--- config.mk ---
export PLATFORM = sky130hd
export DESIGN_NAME = olpht_ctrl
export DESIGN_NICKNAME = d
export VERILOG_FILES = /design/src/sv/olpht_pkg.sv /design/src/sv/olpht_ctrl.sv
export SDC_FILE = /design/constraint.sdc
export NUM_CORES = 1
export LEC_CHECK = 0
export BUFFER_PORTS_ARGS = -buffer_cell sky130_fd_sc_hd__buf_2
export CAP_MARGIN = 15
export CORE_MARGIN = 4
export CORE_UTILIZATION = 46
export CTS_CLUSTER_SIZE = 12
export DETAILED_ROUTE_END_ITERATION = 6
export MAX_ROUTING_LAYER = met4
export PLACE_DENSITY = 0.8
export SYNTH_ARGS = -nofsm -noshare
export SYNTH_HDL_FRONTEND = slang
export SYNTH_SLANG_ARGS = --single-unit
--- constraint.sdc ---
create_clock -name clock -period 3.4 [get_ports clock]
set_clock_uncertainty 0.15 [all_clocks]
set_input_delay 0.68 -clock clock [delete_from_list [all_inputs] [get_ports clock]]
set_output_delay 0.68 -clock clock [all_outputs]
set_load 0.05 [all_outputs]
--- src/sv/olpht_pkg.sv ---
// ----------------------------------------------------------------------------
// olpht_pkg
// Types, codes and constants shared by the ordered linear-probe hash table.
// ----------------------------------------------------------------------------
package olpht_pkg;

   localparam int TABLE_LOG2 = 8;
   localparam int SLOTS      = 1 << TABLE_LOG2;
   localparam int IDX_W      = TABLE_LOG2;
   localparam int CNT_W      = TABLE_LOG2 + 1;
   localparam int TAG_W      = 16;
   localparam int FRAC_BITS  = 7;
   localparam int HASH_W     = 64;
   localparam int KEY_W      = 32;
   localparam int VAL_W      = 32;
   localparam int FUNC_W     = 2;
   localparam int STATUS_W   = 3;

   // tag layout: exist bit, 8 home-index bits, 7 fraction bits
   localparam int ORDER_POS     = 14;
   localparam int IDX_ORDER_POS = 7;
   localparam logic [7:0] MAX_OFFSET = 8'h80;

   localparam logic [FUNC_W-1:0] FUNC_FIND   = 2'd0;
   localparam logic [FUNC_W-1:0] FUNC_INSERT = 2'd1;
   localparam logic [FUNC_W-1:0] FUNC_REMOVE = 2'd2;

   localparam logic [STATUS_W-1:0] STAT_FOUND    = 3'd0;
   localparam logic [STATUS_W-1:0] STAT_INSERTED = 3'd1;
   localparam logic [STATUS_W-1:0] STAT_REMOVED  = 3'd2;
   localparam logic [STATUS_W-1:0] STAT_ABSENT   = 3'd3;
   localparam logic [STATUS_W-1:0] STAT_FULL     = 3'd4;

   typedef struct packed {
      logic [FUNC_W-1:0] func;
      logic [HASH_W-1:0] hash_word;
      logic [KEY_W-1:0]  key;
      logic [VAL_W-1:0]  entry_value;
   } req_type;

   typedef struct packed {
      logic [STATUS_W-1:0] status;
      logic [IDX_W-1:0]    slot_index;
      logic [VAL_W-1:0]    read_value;
   } rsp_type;

   typedef enum logic [3:0] {
      S_IDLE, S_PROBE_RD, S_ORDER_CHK, S_MATCH_RD, S_MATCH_CHK,
      S_FWD_RD, S_FWD_CHK, S_SHIFT_RD, S_SHIFT_WR, S_BACK_RD, S_BACK_CHK
   } state_type;

   typedef enum logic [1:0] {PTR_HOLD, PTR_HOME, PTR_INC, PTR_DEC} ptr_op_type;
   typedef enum logic [1:0] {CNT_HOLD, CNT_ZERO, CNT_ONE, CNT_INC} cnt_op_type;
   typedef enum logic [1:0] {RD_PTR, RD_PREV, RD_NEXT} rd_sel_type;
   typedef enum logic [2:0] {WR_NONE, WR_VALUE, WR_COPY, WR_NEW, WR_CLEAR} wr_op_type;
   typedef enum logic [1:0] {OCC_HOLD, OCC_INC, OCC_DEC} occ_op_type;
   typedef enum logic [2:0] {
      RSP_NONE, RSP_HIT, RSP_INSERTED, RSP_REMOVED, RSP_ABSENT, RSP_FULL
   } rsp_sel_type;

   typedef struct packed {
      logic        load;
      ptr_op_type  ptr_op;
      cnt_op_type  cnt_op;
      logic        save_pos;
      logic        save_rv;
      rd_sel_type  rd_sel;
      wr_op_type   wr_op;
      occ_op_type  occ_op;
      rsp_sel_type rsp_sel;
   } cmd_type;

   typedef struct packed {
      logic [FUNC_W-1:0] func;
      logic occ_full;
      logic precedes;
      logic tag_eq;
      logic key_eq;
      logic off_inv_k;
      logic off_inv_next;
      logic tag_zero;
      logic cnt_full;
      logic at_pos;
      logic last_shift;
      logic valid_next;
   } stat_type;

endpackage

--- src/sv/olpht_ctrl.sv ---
// ----------------------------------------------------------------------------
// olpht_ctrl
// Controller: sequences probe, forward shift on insert and backward shift
// on remove.
// ----------------------------------------------------------------------------
module olpht_ctrl (
   input  logic                clock,
   input  logic                reset,
   input  logic                start,
   input  olpht_pkg::stat_type stat,
   output olpht_pkg::cmd_type  cmd,
   output logic                busy
);

   olpht_pkg::state_type state_ff, state_in;
   logic hit, is_ins, is_rem;

   assign hit    = stat.tag_eq && stat.key_eq;
   assign is_ins = (stat.func == olpht_pkg::FUNC_INSERT);
   assign is_rem = (stat.func == olpht_pkg::FUNC_REMOVE);
   assign busy   = (state_ff != olpht_pkg::S_IDLE);

   always_ff @(posedge clock) begin
      if (reset) state_ff <= olpht_pkg::S_IDLE;
      else       state_ff <= state_in;
   end

   always_comb begin
      state_in = state_ff;
      unique case (state_ff)
         olpht_pkg::S_IDLE:
            if (start) state_in = olpht_pkg::S_PROBE_RD;
         olpht_pkg::S_PROBE_RD:
            state_in = (is_ins && stat.occ_full) ? olpht_pkg::S_IDLE
                                                 : olpht_pkg::S_ORDER_CHK;
         olpht_pkg::S_MATCH_RD: state_in = olpht_pkg::S_MATCH_CHK;
         olpht_pkg::S_ORDER_CHK, olpht_pkg::S_MATCH_CHK: begin
            if (state_ff == olpht_pkg::S_ORDER_CHK && stat.precedes)
               state_in = olpht_pkg::S_PROBE_RD;
            else if (hit)
               state_in = is_rem ? olpht_pkg::S_BACK_RD : olpht_pkg::S_IDLE;
            else if (stat.tag_eq)
               state_in = olpht_pkg::S_MATCH_RD;
            else if (is_ins && !stat.off_inv_k)
               state_in = olpht_pkg::S_FWD_RD;
            else
               state_in = olpht_pkg::S_IDLE;
         end
         olpht_pkg::S_FWD_RD: state_in = olpht_pkg::S_FWD_CHK;
         olpht_pkg::S_FWD_CHK: begin
            if (stat.tag_zero) state_in = olpht_pkg::S_SHIFT_RD;
            else if (stat.off_inv_next || stat.cnt_full) state_in = olpht_pkg::S_IDLE;
            else state_in = olpht_pkg::S_FWD_RD;
         end
         olpht_pkg::S_SHIFT_RD:
            state_in = stat.at_pos ? olpht_pkg::S_IDLE : olpht_pkg::S_SHIFT_WR;
         olpht_pkg::S_SHIFT_WR: state_in = olpht_pkg::S_SHIFT_RD;
         olpht_pkg::S_BACK_RD:
            state_in = stat.last_shift ? olpht_pkg::S_IDLE : olpht_pkg::S_BACK_CHK;
         olpht_pkg::S_BACK_CHK:
            state_in = stat.valid_next ? olpht_pkg::S_BACK_RD : olpht_pkg::S_IDLE;
         default: state_in = olpht_pkg::S_IDLE;
      endcase
   end

   always_comb begin
      cmd = '{load: 1'b0, ptr_op: olpht_pkg::PTR_HOLD, cnt_op: olpht_pkg::CNT_HOLD,
              save_pos: 1'b0, save_rv: 1'b0, rd_sel: olpht_pkg::RD_PTR,
              wr_op: olpht_pkg::WR_NONE, occ_op: olpht_pkg::OCC_HOLD,
              rsp_sel: olpht_pkg::RSP_NONE};
      unique case (state_ff)
         olpht_pkg::S_IDLE:
            if (start) begin
               cmd.load   = 1'b1;
               cmd.ptr_op = olpht_pkg::PTR_HOME;
               cmd.cnt_op = olpht_pkg::CNT_ZERO;
            end
         olpht_pkg::S_PROBE_RD:
            if (is_ins && stat.occ_full) cmd.rsp_sel = olpht_pkg::RSP_FULL;
         olpht_pkg::S_ORDER_CHK, olpht_pkg::S_MATCH_CHK: begin
            if (state_ff == olpht_pkg::S_ORDER_CHK && stat.precedes) begin
               cmd.ptr_op = olpht_pkg::PTR_INC;
               cmd.cnt_op = olpht_pkg::CNT_INC;
            end else if (hit) begin
               if (is_rem) begin
                  cmd.save_pos = 1'b1;
                  cmd.save_rv  = 1'b1;
                  cmd.cnt_op   = olpht_pkg::CNT_ZERO;
               end else begin
                  cmd.rsp_sel = olpht_pkg::RSP_HIT;
                  if (is_ins) cmd.wr_op = olpht_pkg::WR_VALUE;
               end
            end else if (stat.tag_eq) begin
               cmd.ptr_op = olpht_pkg::PTR_INC;
               cmd.cnt_op = olpht_pkg::CNT_INC;
            end else if (is_ins) begin
               cmd.save_pos = 1'b1;
               if (stat.off_inv_k) cmd.rsp_sel = olpht_pkg::RSP_FULL;
               else                cmd.cnt_op  = olpht_pkg::CNT_ONE;
            end else begin
               cmd.rsp_sel = olpht_pkg::RSP_ABSENT;
            end
         end
         olpht_pkg::S_FWD_CHK:
            if (!stat.tag_zero) begin
               if (stat.off_inv_next || stat.cnt_full) begin
                  cmd.rsp_sel = olpht_pkg::RSP_FULL;
               end else begin
                  cmd.ptr_op = olpht_pkg::PTR_INC;
                  cmd.cnt_op = olpht_pkg::CNT_INC;
               end
            end
         olpht_pkg::S_SHIFT_RD:
            if (stat.at_pos) begin
               cmd.wr_op   = olpht_pkg::WR_NEW;
               cmd.occ_op  = olpht_pkg::OCC_INC;
               cmd.rsp_sel = olpht_pkg::RSP_INSERTED;
            end else begin
               cmd.rd_sel = olpht_pkg::RD_PREV;
            end
         olpht_pkg::S_SHIFT_WR: begin
            cmd.wr_op  = olpht_pkg::WR_COPY;
            cmd.ptr_op = olpht_pkg::PTR_DEC;
         end
         olpht_pkg::S_BACK_RD:
            if (stat.last_shift) begin
               cmd.wr_op   = olpht_pkg::WR_CLEAR;
               cmd.occ_op  = olpht_pkg::OCC_DEC;
               cmd.rsp_sel = olpht_pkg::RSP_REMOVED;
            end else begin
               cmd.rd_sel = olpht_pkg::RD_NEXT;
            end
         olpht_pkg::S_BACK_CHK:
            if (stat.valid_next) begin
               cmd.wr_op  = olpht_pkg::WR_COPY;
               cmd.ptr_op = olpht_pkg::PTR_INC;
               cmd.cnt_op = olpht_pkg::CNT_INC;
            end else begin
               cmd.wr_op   = olpht_pkg::WR_CLEAR;
               cmd.occ_op  = olpht_pkg::OCC_DEC;
               cmd.rsp_sel = olpht_pkg::RSP_REMOVED;
            end
         default: ;
      endcase
   end

endmodule

==> results of run 1 <==
-- worst max-delay path, delay by kind of cell, from the launching register on --
family,cells,cell delay [ns]
AND/OR/NAND/NOR,2,0.29
AO/OA/AOI/OAI,1,0.33
XOR/XNOR,1,0.23
buffers and inverters,1,0.25
flip-flops,1,0.61
-- worst max-delay path by stage --
stage               depth (start not counted)         from  endpoint  slack (ns)
finish                                      5  state_ff[1]   cmd[12]        0.62
global route                                5  state_ff[1]   cmd[12]        0.45
CTS                                         5  state_ff[1]   cmd[12]        0.62
detailed placement                          6      stat[9]   cmd[12]        0.70
global placement                            6      stat[9]   cmd[12]        0.71
floorplan                                   3     stat[12]   cmd[13]        0.26
-- cell usage in the layout, fill, tap and decap left out, drive strengths merged, types with 2 or more instances in the layout --
master,count
buf,33
nor2,13
nand2,9
o21ai,8
a21oi,7
inv,6
nand2b,5
dfxtp,4
nor3,3
nor3b,3
o31a,3
clkbuf,3
nand3,3
nor2b,2
or3,2
o211ai,2
o22ai,2
o21a,2
-- cell type report --
cell class	instances	share of cell area, %
multi-input combinational	81	61.5
timing repair buffer	33	20.7
sequential	4	10.0
clock buffer	3	2.82
inverter	6	2.82
tap	14	2.19
-- logic make-up after synthesis --
kind of cell    Yosys count
flops                     4
compound gates           30
buf+inv                  10
mux                       1
xor+xnor                  1
simple gates             49
-- power by group through the flow --
stage,clock [mW],combinational [mW],sequential [mW]
after CTS,0.0623,0.0987,0.0583
after detailed placement,0,0.0980,0.0591
after global routing,0.0643,0.107,0.0595
after floorplan,0,0.0765,0.0531
final,0.0595,0.0995,0.0587
after global placement,0,0.0973,0.0591
-- cell usage after synthesis --
cell type	count
nor2_1	13
nand2_1	9
a21oi_1	7
o21ai_0	7
inv_1	6
nand2b_1	5
dfxtp_1	4
nor3_1	3
nor3b_1	3
o31a_1	3
nand3_1	2
nor2b_1	2
o211ai_1	2
o21a_1	2
o22ai_1	2
or3_1	2
a21boi_0	1
a31oi_1	1
and3_1	1
buf_2	1
buf_4	1
buf_6	1
clkbuf_1	1
mux2_4	1
nand3_2	1
nand3b_1	1
nand4_1	1
nand4bb_1	1
nor4b_1	1
nor4bb_1	1
o21ai_1	1
o21ba_2	1
o22a_1	1
o311a_1	1
o31ai_1	1
or2b_1	1
or3b_1	1
or4_4	1
xor2_1	1
-- through the flow --
stage | worst slack (ns) | instance area [um^2] | power, mW | cells
floorplan | 0.260 | 622 | 0.130 | 95
global placement | 0.711 | 777 | 0.156 | 138
detailed placement | 0.705 | 777 | 0.157 | 138
CTS | 0.624 | 800 | 0.219 | 141
global route | 0.454 | 800 | 0.231 | 141
finish | 0.618 | 800 | 0.218 | 141
-- metal layers --
metal | part of all wire (%) | vias up | wire, um
li1 | - | 412 | -
met1 | 40 | 372 | 758
met2 | 45 | 48 | 852
met3 | 12 | 4 | 234
met4 | 1.7 | 0 | 31
met5 | 0 | - | 0
==> results.md, run 1 <==
- DRT iter0 DRCs: 37
- Clock Path Buffers: 2
- Layout cells sized above 1: 31.5%
- Setup_tns: 0 ns
- Met2 Usage GRT: 30.4%
- Fmax: 0.360 GHz
- Hold Vio Cnt, Final: 0
- IO Pins: 34
- Worst hold path type: register to register
- Psw: 0.0956 mW
- Busiest grt layer: met2
- Crit-path slowest cell: dfxtp_1
- Synth area leaders: dfxtp_1 13%, nor2_1 7.8%, a21oi_1 5.6%
- Fill cell count: 112
- Final core utilization: 67.4%
- Gpl congestion: 0.893
- Hold_buf cts: 0
- Port bufs: 33
- Comb power frac: 45.7%
- DIE WIDTH: 44.8 um
- Synthesized cell area: between 600 and 700 um^2
- DR WL/cell: 13.3 um
- Chip height: 44.8 um
- Reg2reg path depth: 4
- Power share of the clock group: 27.3%
- Yosys reg bits: 4
- Sequential cell area: 80.1 um^2
- P&R area growth vs syn: 28.6%
- CP Max Fanout: 15
- Hold Startpoint: state_ff[3]
- Largest family of logic cells by synthesized area: simple AND/OR/NAND/NOR gates
- Multi-input gate area: 492 um^2
- Largest area contributor in the netlist: dfxtp_1
- R2r startpoint: state_ff[2]
- P_leak: 0.398 nW
- Area share of fa/ha/maj cells after synthesis: 0%
- CTS tree: built
- DRC Markers: 0
- Setup violations, final: 0
- CP cell instances: xor2_1 > nand2_1 > o311a_1 > or3b_1 > buf_2
- CTS Buf Count: 3
- TritonCTS Sinks: 4
- Setup crit end kind: output port
- Hold-critical path depth: 2
- # rows: 12
- First-pass GRT wire length: 2970 um
- CP required: 2.57 ns
- Initial antenna violation count: 0
- Synth Area per Inst: 6.55 um^2
- Worst-Skew Late Latency: between 0.2 and 0.25 ns
- Post-route ant nets: 0
- Critical setup path kind: register to output port
- CP arrival: about 2.0 ns
- Core Area: around 1200 um^2
- VDD IR max: between 200 and 300 uV
- # resized after CTS: 0
- Slew Limit Fails: 0
- Worst Tran Pin Value: 0.512 ns
- Met3 Use GR: 2.39%
- Post-CTS Setup Repair Bufs: 0
- Synth Area in XOR/XNOR: 1.41%
- Max FFs per register: 4
- Unrepaired setup endpoints after global routing: no
- ANT cells: 0
- Syn nets: ~110
- Root buf cell: clkbuf_4
- Switch share: 43.9%
- Pint: 0.122 mW
- Hold Path Sink: state_ff[2]
- Outcome: finished clean
- Slew HR: 65.7%
- Initial Util: 52.4%
- Post-synthesis mux area share: 2.41%
- Synth unique cells: 39
- H-tree levels: 1
- GRT overflow: 0
- Hold WS: 0.587 ns
- Vias: 836
- Largest regs: state_ff: 4 flops
- Power density over the cells: 272 nW/um^2
- Seq/Total Area, Yosys: 12.9%
- Post-synthesis cell count: 95
- Via density: just under 6
- YS warnings: 0
- Seq pwr share: between 20 and 30%
- Tmin final: between 2 and 3 ns
- Synth top area share: 12.9%
- DP HPWL: 1450 um
- Synth Area in Compound Gates: between 30 and 40%
- Post-synthesis simple-gate area fraction: about 44%
- Reg with most FFs: state_ff
- Largest net degree at the start of global routing: 16
- Clock-pin slew on the worst setup and hold paths: roughly 0.040 ns
- R2r endpoint: state_ff[3]
- R2R Setup Slk: about 1.6 ns
- Period utilization: roughly four fifths
- Met1 Use GR: between 20 and 30%
- Routed WL: 1880 um
- Max_cap viols: 0
- CP Launch Type: register
- Slowest stage delay, CP: approximately 0.6 ns
- Via count of the first global-routing pass: 688
- Die Area: between 2000 and 2500 um^2
- First-pass DRT Iterations: 5
- Nets: 145
- GRT Util Overall: 20.2%
Power figures use the tool's default switching activity.
==> inputs of run 2 (changes only) <==
--- a/config.mk
+++ b/config.mk
@@ -8,11 +8,11 @@
 export BUFFER_PORTS_ARGS = -buffer_cell sky130_fd_sc_hd__buf_2
 export CAP_MARGIN = 15
 export CORE_MARGIN = 4
-export CORE_UTILIZATION = 46
+export CORE_UTILIZATION = 43
 export CTS_CLUSTER_SIZE = 12
 export DETAILED_ROUTE_END_ITERATION = 6
 export MAX_ROUTING_LAYER = met4
-export PLACE_DENSITY = 0.8
+export PLACE_DENSITY = 0.76
 export SYNTH_ARGS = -nofsm -noshare
 export SYNTH_HDL_FRONTEND = slang
 export SYNTH_SLANG_ARGS = --single-unit
==> constraint.sdc (replaced) <==
create_clock -name clock -period 2.8 [get_ports clock]
set_clock_uncertainty 0.15 [all_clocks]
set_input_delay 0.56 -clock clock [delete_from_list [all_inputs] [get_ports clock]]
set_output_delay 0.56 -clock clock [all_outputs]
set_load 0.05 [all_outputs]
==> results.md, run 2 (synthesis results as in run 1) <==
- Port bufs: 33
- ANT cells: 0
- Post-CTS Setup Repair Bufs: 0
- Post-layout instance area: 815 um^2
- Slowest stage delay, CP: between 0.5 and 0.6 ns
- DRT iter0 DRCs: 27
- Tot Pwr: about 0.26 mW
- Worst-Skew Late Latency: 0.23 ns
- Setup WS post-layout: 0.152 ns
- First-pass DRT Iterations: 4
- TritonCTS Sinks: 4
- CP arrival: 1.94 ns
- Via density: 5.74
- Chip height: 46.0 um
- CP cell instances: xor2_1 > nand2_1 > o311a_1 > or3b_1 > buf_2
- R2r endpoint: state_ff[3]
- DRC Markers: 0
- Hold-critical path depth: 3
- Routed WL: 1830 um
- DR WL/cell: 12.8 um
- CTS Buf Count: 3
- Reg2reg path depth: 4
- Most frequent cells in the layout: 33 x buf_2, 13 x nor2_1, 9 x nand2_1
- Vias: between 800 and 900
- Setup violations, final: 0
- Via count of the first global-routing pass: 720
- # rows: 13
- Worst hold path type: primary input to register
- Crit-path slowest cell: dfxtp_1
- Worst path depth: 5
- VDD IR max: roughly 300 uV
- CP Launch Type: register
- Core Area: about 1300 um^2
- DP HPWL: 1490 um
- Worst path bufs/invs: 1
- R2R Setup Slk: between 0.9 and 1 ns
- Worst slack at placement: 0.338 ns
- Layout cells sized above 1: 33.6%
- GRT Util Overall: 19.6%
- R2r startpoint: state_ff[2]
- Root buf cell: clkbuf_4
- Hold Vio Cnt, Final: 0
- Reg with most FFs: state_ff
- Unrepaired setup endpoints after global routing: no
- P&R area growth vs syn: 31.0%
- Sequential cell area: 81.3 um^2
- Outcome: finished clean
- Gpl congestion: 0.863
- Period utilization: 94.6%
- IO Pins: 34
- Worst Tran Pin Value: ~0.56 ns
- Slew Limit Fails: 0
- Fmax: 0.378 GHz
- H-tree levels: 1
- Critical setup path kind: register to output port
- Die Area: 2120 um^2
- Setup_tns: 0 ns
- DIE WIDTH: 46.0 um
- Tmin final: 2.65 ns
- Initial Util: a little under half
- Initial antenna violation count: 0
- Clock-pin slew on the worst setup and hold paths: 0.04 ns
- Max_cap viols: 0
- Clock Path Buffers: 2
- CP required: 2.09 ns
- Power density over the cells: 320 nW/um^2
- Hold Path Sink: state_ff[0]
- Nets: 146
- Hold WS: about 0.47 ns
- First-pass GRT wire length: 2990 um
- CP Max Fanout: 15
- GRT overflow: 0
- Slew HR: 62.5%
- P_leak: 0.405 nW
- Largest regs: state_ff: 4 flops
- Fill cell count: 141
- Setup crit end kind: output port
- CTS tree: built
- Area after DPL: 791 um^2
- Post-route ant nets: 0
- CP top delay family: flip-flops
- Largest net degree at the start of global routing: 16
- Max FFs per register: 4
- Multi-input gate area: 497 um^2
- Hold Startpoint: reset
- Commonest non-fill, non-tap cell in the layout: buf_2
-- run 2: cell count changes in the layout (fill, tap and decap cells not counted), sizes merged --
cell,delta
buf,+1
-- run 2: layout make-up --
| class | instances | area share [%] |
|---|---|---|
| Tap cell | 15 | 2.30 |
| Inverter | 6 | 2.76 |
| Clock buffer | 3 | 2.76 |
| Sequential cell | 4 | 9.98 |
| Multi-Input combinational cell | 81 | 61.0 |
| Timing Repair Buffer | 34 | 21.2 |
-- run 2: worst max-delay path by stage --
| stage | from | endpoint |
|---|---|---|
| finish | state_ff[2] | cmd[12] |
| global route | state_ff[2] | cmd[12] |
| CTS | state_ff[1] | cmd[12] |
| detailed placement | stat[9] | cmd[12] |
| global placement | stat[9] | cmd[12] |
| floorplan | stat[9] | cmd[2] |
-- run 2: per-stage QoR --
| step | cells | utilization [%] |
|---|---|---|
| floorplan | 95 | - |
| global placement | 140 | 59.3 |
| detailed placement | 140 | 59.3 |
| CTS | 143 | 61.0 |
| global route | 143 | 61.1 |
| finish | 143 | 61.1 |
-- run 2: where the power goes --
group / internal, mW / total, mW / leakage [nW] / switching (mW)
clock: 0.0478 / 0.0693 / 0.0138 / 0.0214
combinational: 0.0400 / 0.120 / 0.359 / 0.0804
sequential: 0.0605 / 0.0713 / 0.0330 / 0.0108
total: 0.148 / 0.261 / 0.405 / 0.113
-- run 2: worst register-to-register path: stages (launching register included) --
cell and delay (ns):
dfxtp_1 0.59, nor3b_1 0.11, o21ai_1 0.47, nor2_1 0.14, o31a_1 0.30
-- run 2: routing by layer --
metal / global-route usage (%) / share of wire [%]
met1: 26.0 / 45
met4: 7.39 / 0
met2: 29.9 / 47
met5: - / 0
met3: 2.37 / 7.8
-- run 2: repair_timing --
item                                    4_1_cts  5_1_grt
endpoints found under the setup margin        0        3
gates resized for setup                       0        1
hold buffers                                  0        0
==> inputs of run 3 (changes only) <==
--- a/config.mk
+++ b/config.mk
@@ -5,6 +5,7 @@
 export SDC_FILE = /design/constraint.sdc
 export NUM_CORES = 1
 export LEC_CHECK = 0
+export ABC_AREA = 1
 export BUFFER_PORTS_ARGS = -buffer_cell sky130_fd_sc_hd__buf_2
 export CAP_MARGIN = 15
 export CORE_MARGIN = 4
==> results.md, run 3 <==
- Synth unique cells: 24
- Pint: between 0.15 and 0.2 mW
- Worst Tran Pin Value: 0.372 ns
- P&R area growth vs syn: 34.6%
- Hold WS: 0.388 ns
- Outcome: finished clean
- DRC Markers: 0
- Tot Pwr: 0.342 mW
- Via count of the first global-routing pass: 692
- Clock Path Buffers: 2
- Setup crit end kind: output port
- Seq pwr share: 21.8%
- CTS tree: built
- Setup_tns: 0 ns
- Clock-pin slew on the worst setup and hold paths: 0.03 ns
- Reg with most FFs: state_ff
- CTS Buf Count: 3
- Fmax: 0.417 GHz
- Sequential cell area: 80.1 um^2
- ANT cells: 0
- P_leak: 0.490 nW
- Synth top cells by count: 28 x nand2_1, 17 x inv_1, 9 x nor2_1
- Worst hold path type: primary input to register
- Largest area contributor in the netlist: nand2_1
- Syn nets: 124
- Unrepaired setup endpoints after global routing: no
- # resized after CTS: 0
- Vias: 787
- Gpl congestion: slightly above 0.8
- Nets: 162
- Setup WS post-layout: 0.404 ns
- H-tree levels: 1
- Post-route ant nets: 0
- Synth Area in Compound Gates: 20.7%
- Area share of fa/ha/maj cells after synthesis: 0%
- CP Launch Type: register
- Root buf cell: clkbuf_4
- TritonCTS Sinks: 4
- Final core utilization: 61.6%
- Synth Area per Inst: around 5.6 um^2
- Synthesized cell area: 603 um^2
- Slew HR: 75.0%
- Core Area: 1320 um^2
- Die Area: 2070 um^2
- Max_cap viols: 0
- Routed WL: between 1500 and 2000 um
- CP Max Fanout: 4
- IO Pins: 34
- YS warnings: 0
- Period utilization: 85.6%
- Power share of the clock group: 20.2%
- Post-synthesis simple-gate area fraction: 52.1%
- First-pass DRT Iterations: 4
- Hold Vio Cnt, Final: 0
- Tmin final: 2.40 ns
- CP arrival: 1.69 ns
- DIE WIDTH: 45.5 um
- VDD IR max: 188 uV
- DP HPWL: 1460 um
- Yosys reg bits: 4
- First-pass GRT wire length: 2700 um
- Synth Area in XOR/XNOR: 0%
- Via density: 4.95
- Number of synthesized flops with an enable pin: 0
- Worst slack at placement: 0.528 ns
- Initial Util: 45.8%
- Post-synthesis cell count: 108
- Chip height: roughly 45 um
- Setup violations, final: 0
- Switch share: 52.5%
- Power density over the cells: 421 nW/um^2
- Largest net degree at the start of global routing: 7
- CP required: 2.09 ns
- Seq/Total Area, Yosys: 13.3%
- Post-synthesis mux area share: 0%
- # rows: 13
- Multi-input gate area: roughly 440 um^2
- Fill cell count: 135
- Initial antenna violation count: 0
- Post-CTS Setup Repair Bufs: 0
- Most frequent cells in the layout: 33 x buf_2, 28 x nand2_1, 17 x inv_1
- Critical setup path kind: register to output port
- GRT overflow: 0
- Comb power frac: 58.0%
- Psw: about 0.18 mW
- Port bufs: 33
- Ys flop type: dfxtp_1
- Max FFs per register: 4
- Most common cell in the synthesized netlist: nand2_1
- Largest regs: state_ff: 4 flops
- Hold_buf cts: 0
- DR WL/cell: 10.7 um
- Synth area leaders: nand2_1 17%, dfxtp_1 13%, inv_1 11%
- Layout cells sized above 1: 40.3%
- Worst-Skew Late Latency: 0.23 ns
- Commonest non-fill, non-tap cell in the layout: buf_2
- Largest family of logic cells by synthesized area: simple AND/OR/NAND/NOR gates
- Ys async rst share: 0%
- GRT Util Overall: 17.8%
- Synth top area share: 17.4%
- DRT iter0 DRCs: 29
- Slew Limit Fails: 0
[run 3: path summary, 6_finish.rpt]
| check | from | to | slack (ns) | cells past startpoint |
|---|---|---|---|---|
| hold reg to reg | state_ff[3] | state_ff[0] | 0.51 | 3 |
| setup reg to reg | state_ff[3] | state_ff[2] | 1.40 | 7 |
| hold / removal | reset | state_ff[3] | 0.39 | 2 |
| setup / recovery | state_ff[3] | cmd[12] | 0.40 | 7 |
[run 3: per-stage QoR]
step,area (um^2),cells
global route,812,159
detailed placement,790,156
finish,812,159
CTS,812,159
global placement,790,156
floorplan,606,108
[run 3: power by group through the flow]
stage / registers (mW) / logic [mW] / clock network (mW)
final: 0.0744 / 0.198 / 0.0690
after floorplan: 0.0729 / 0.152 / 0
after global placement: 0.0748 / 0.197 / 0
after CTS: 0.0742 / 0.199 / 0.0686
after global routing: 0.0748 / 0.214 / 0.0714
after detailed placement: 0.0750 / 0.198 / 0
[run 3: critical path: stages (launching register included)]
cell	delay [ns]
dfxtp_1	0.39
inv_1	0.10
nor2_2	0.18
nand2_1	0.15
o21ai_0	0.22
inv_1	0.08
nand3_1	0.08
buf_2	0.25
[run 3: layout make-up]
class	instances	share of cell area, %
Timing Repair Buffer	33	20.3
Inverter	22	10.3
Multi-Input combinational cell	82	54.4
Tap cell	15	2.31
Sequential cell	4	9.86
Clock buffer	3	2.77
[run 3: cells by family (layout without fill, tap and decap cells)]
logic type,Yosys count,in the layout
and+or+nand+nor,63,63
buffers and inverters,22,58
AOI/OAI and AO/OA,19,19
DFF,4,4
[run 3: layer usage]
layer  vias up  global-route usage [%]  routed length [um]  part of all wire (%)
li1        423                       -                   -                     -
met1       333                    21.2                 704                    41
met2        31                    31.5                 849                    50
met3         0                       0                 145                   8.5
met4         0                    7.02                   0                     0
met5         -                       -                   0                     0
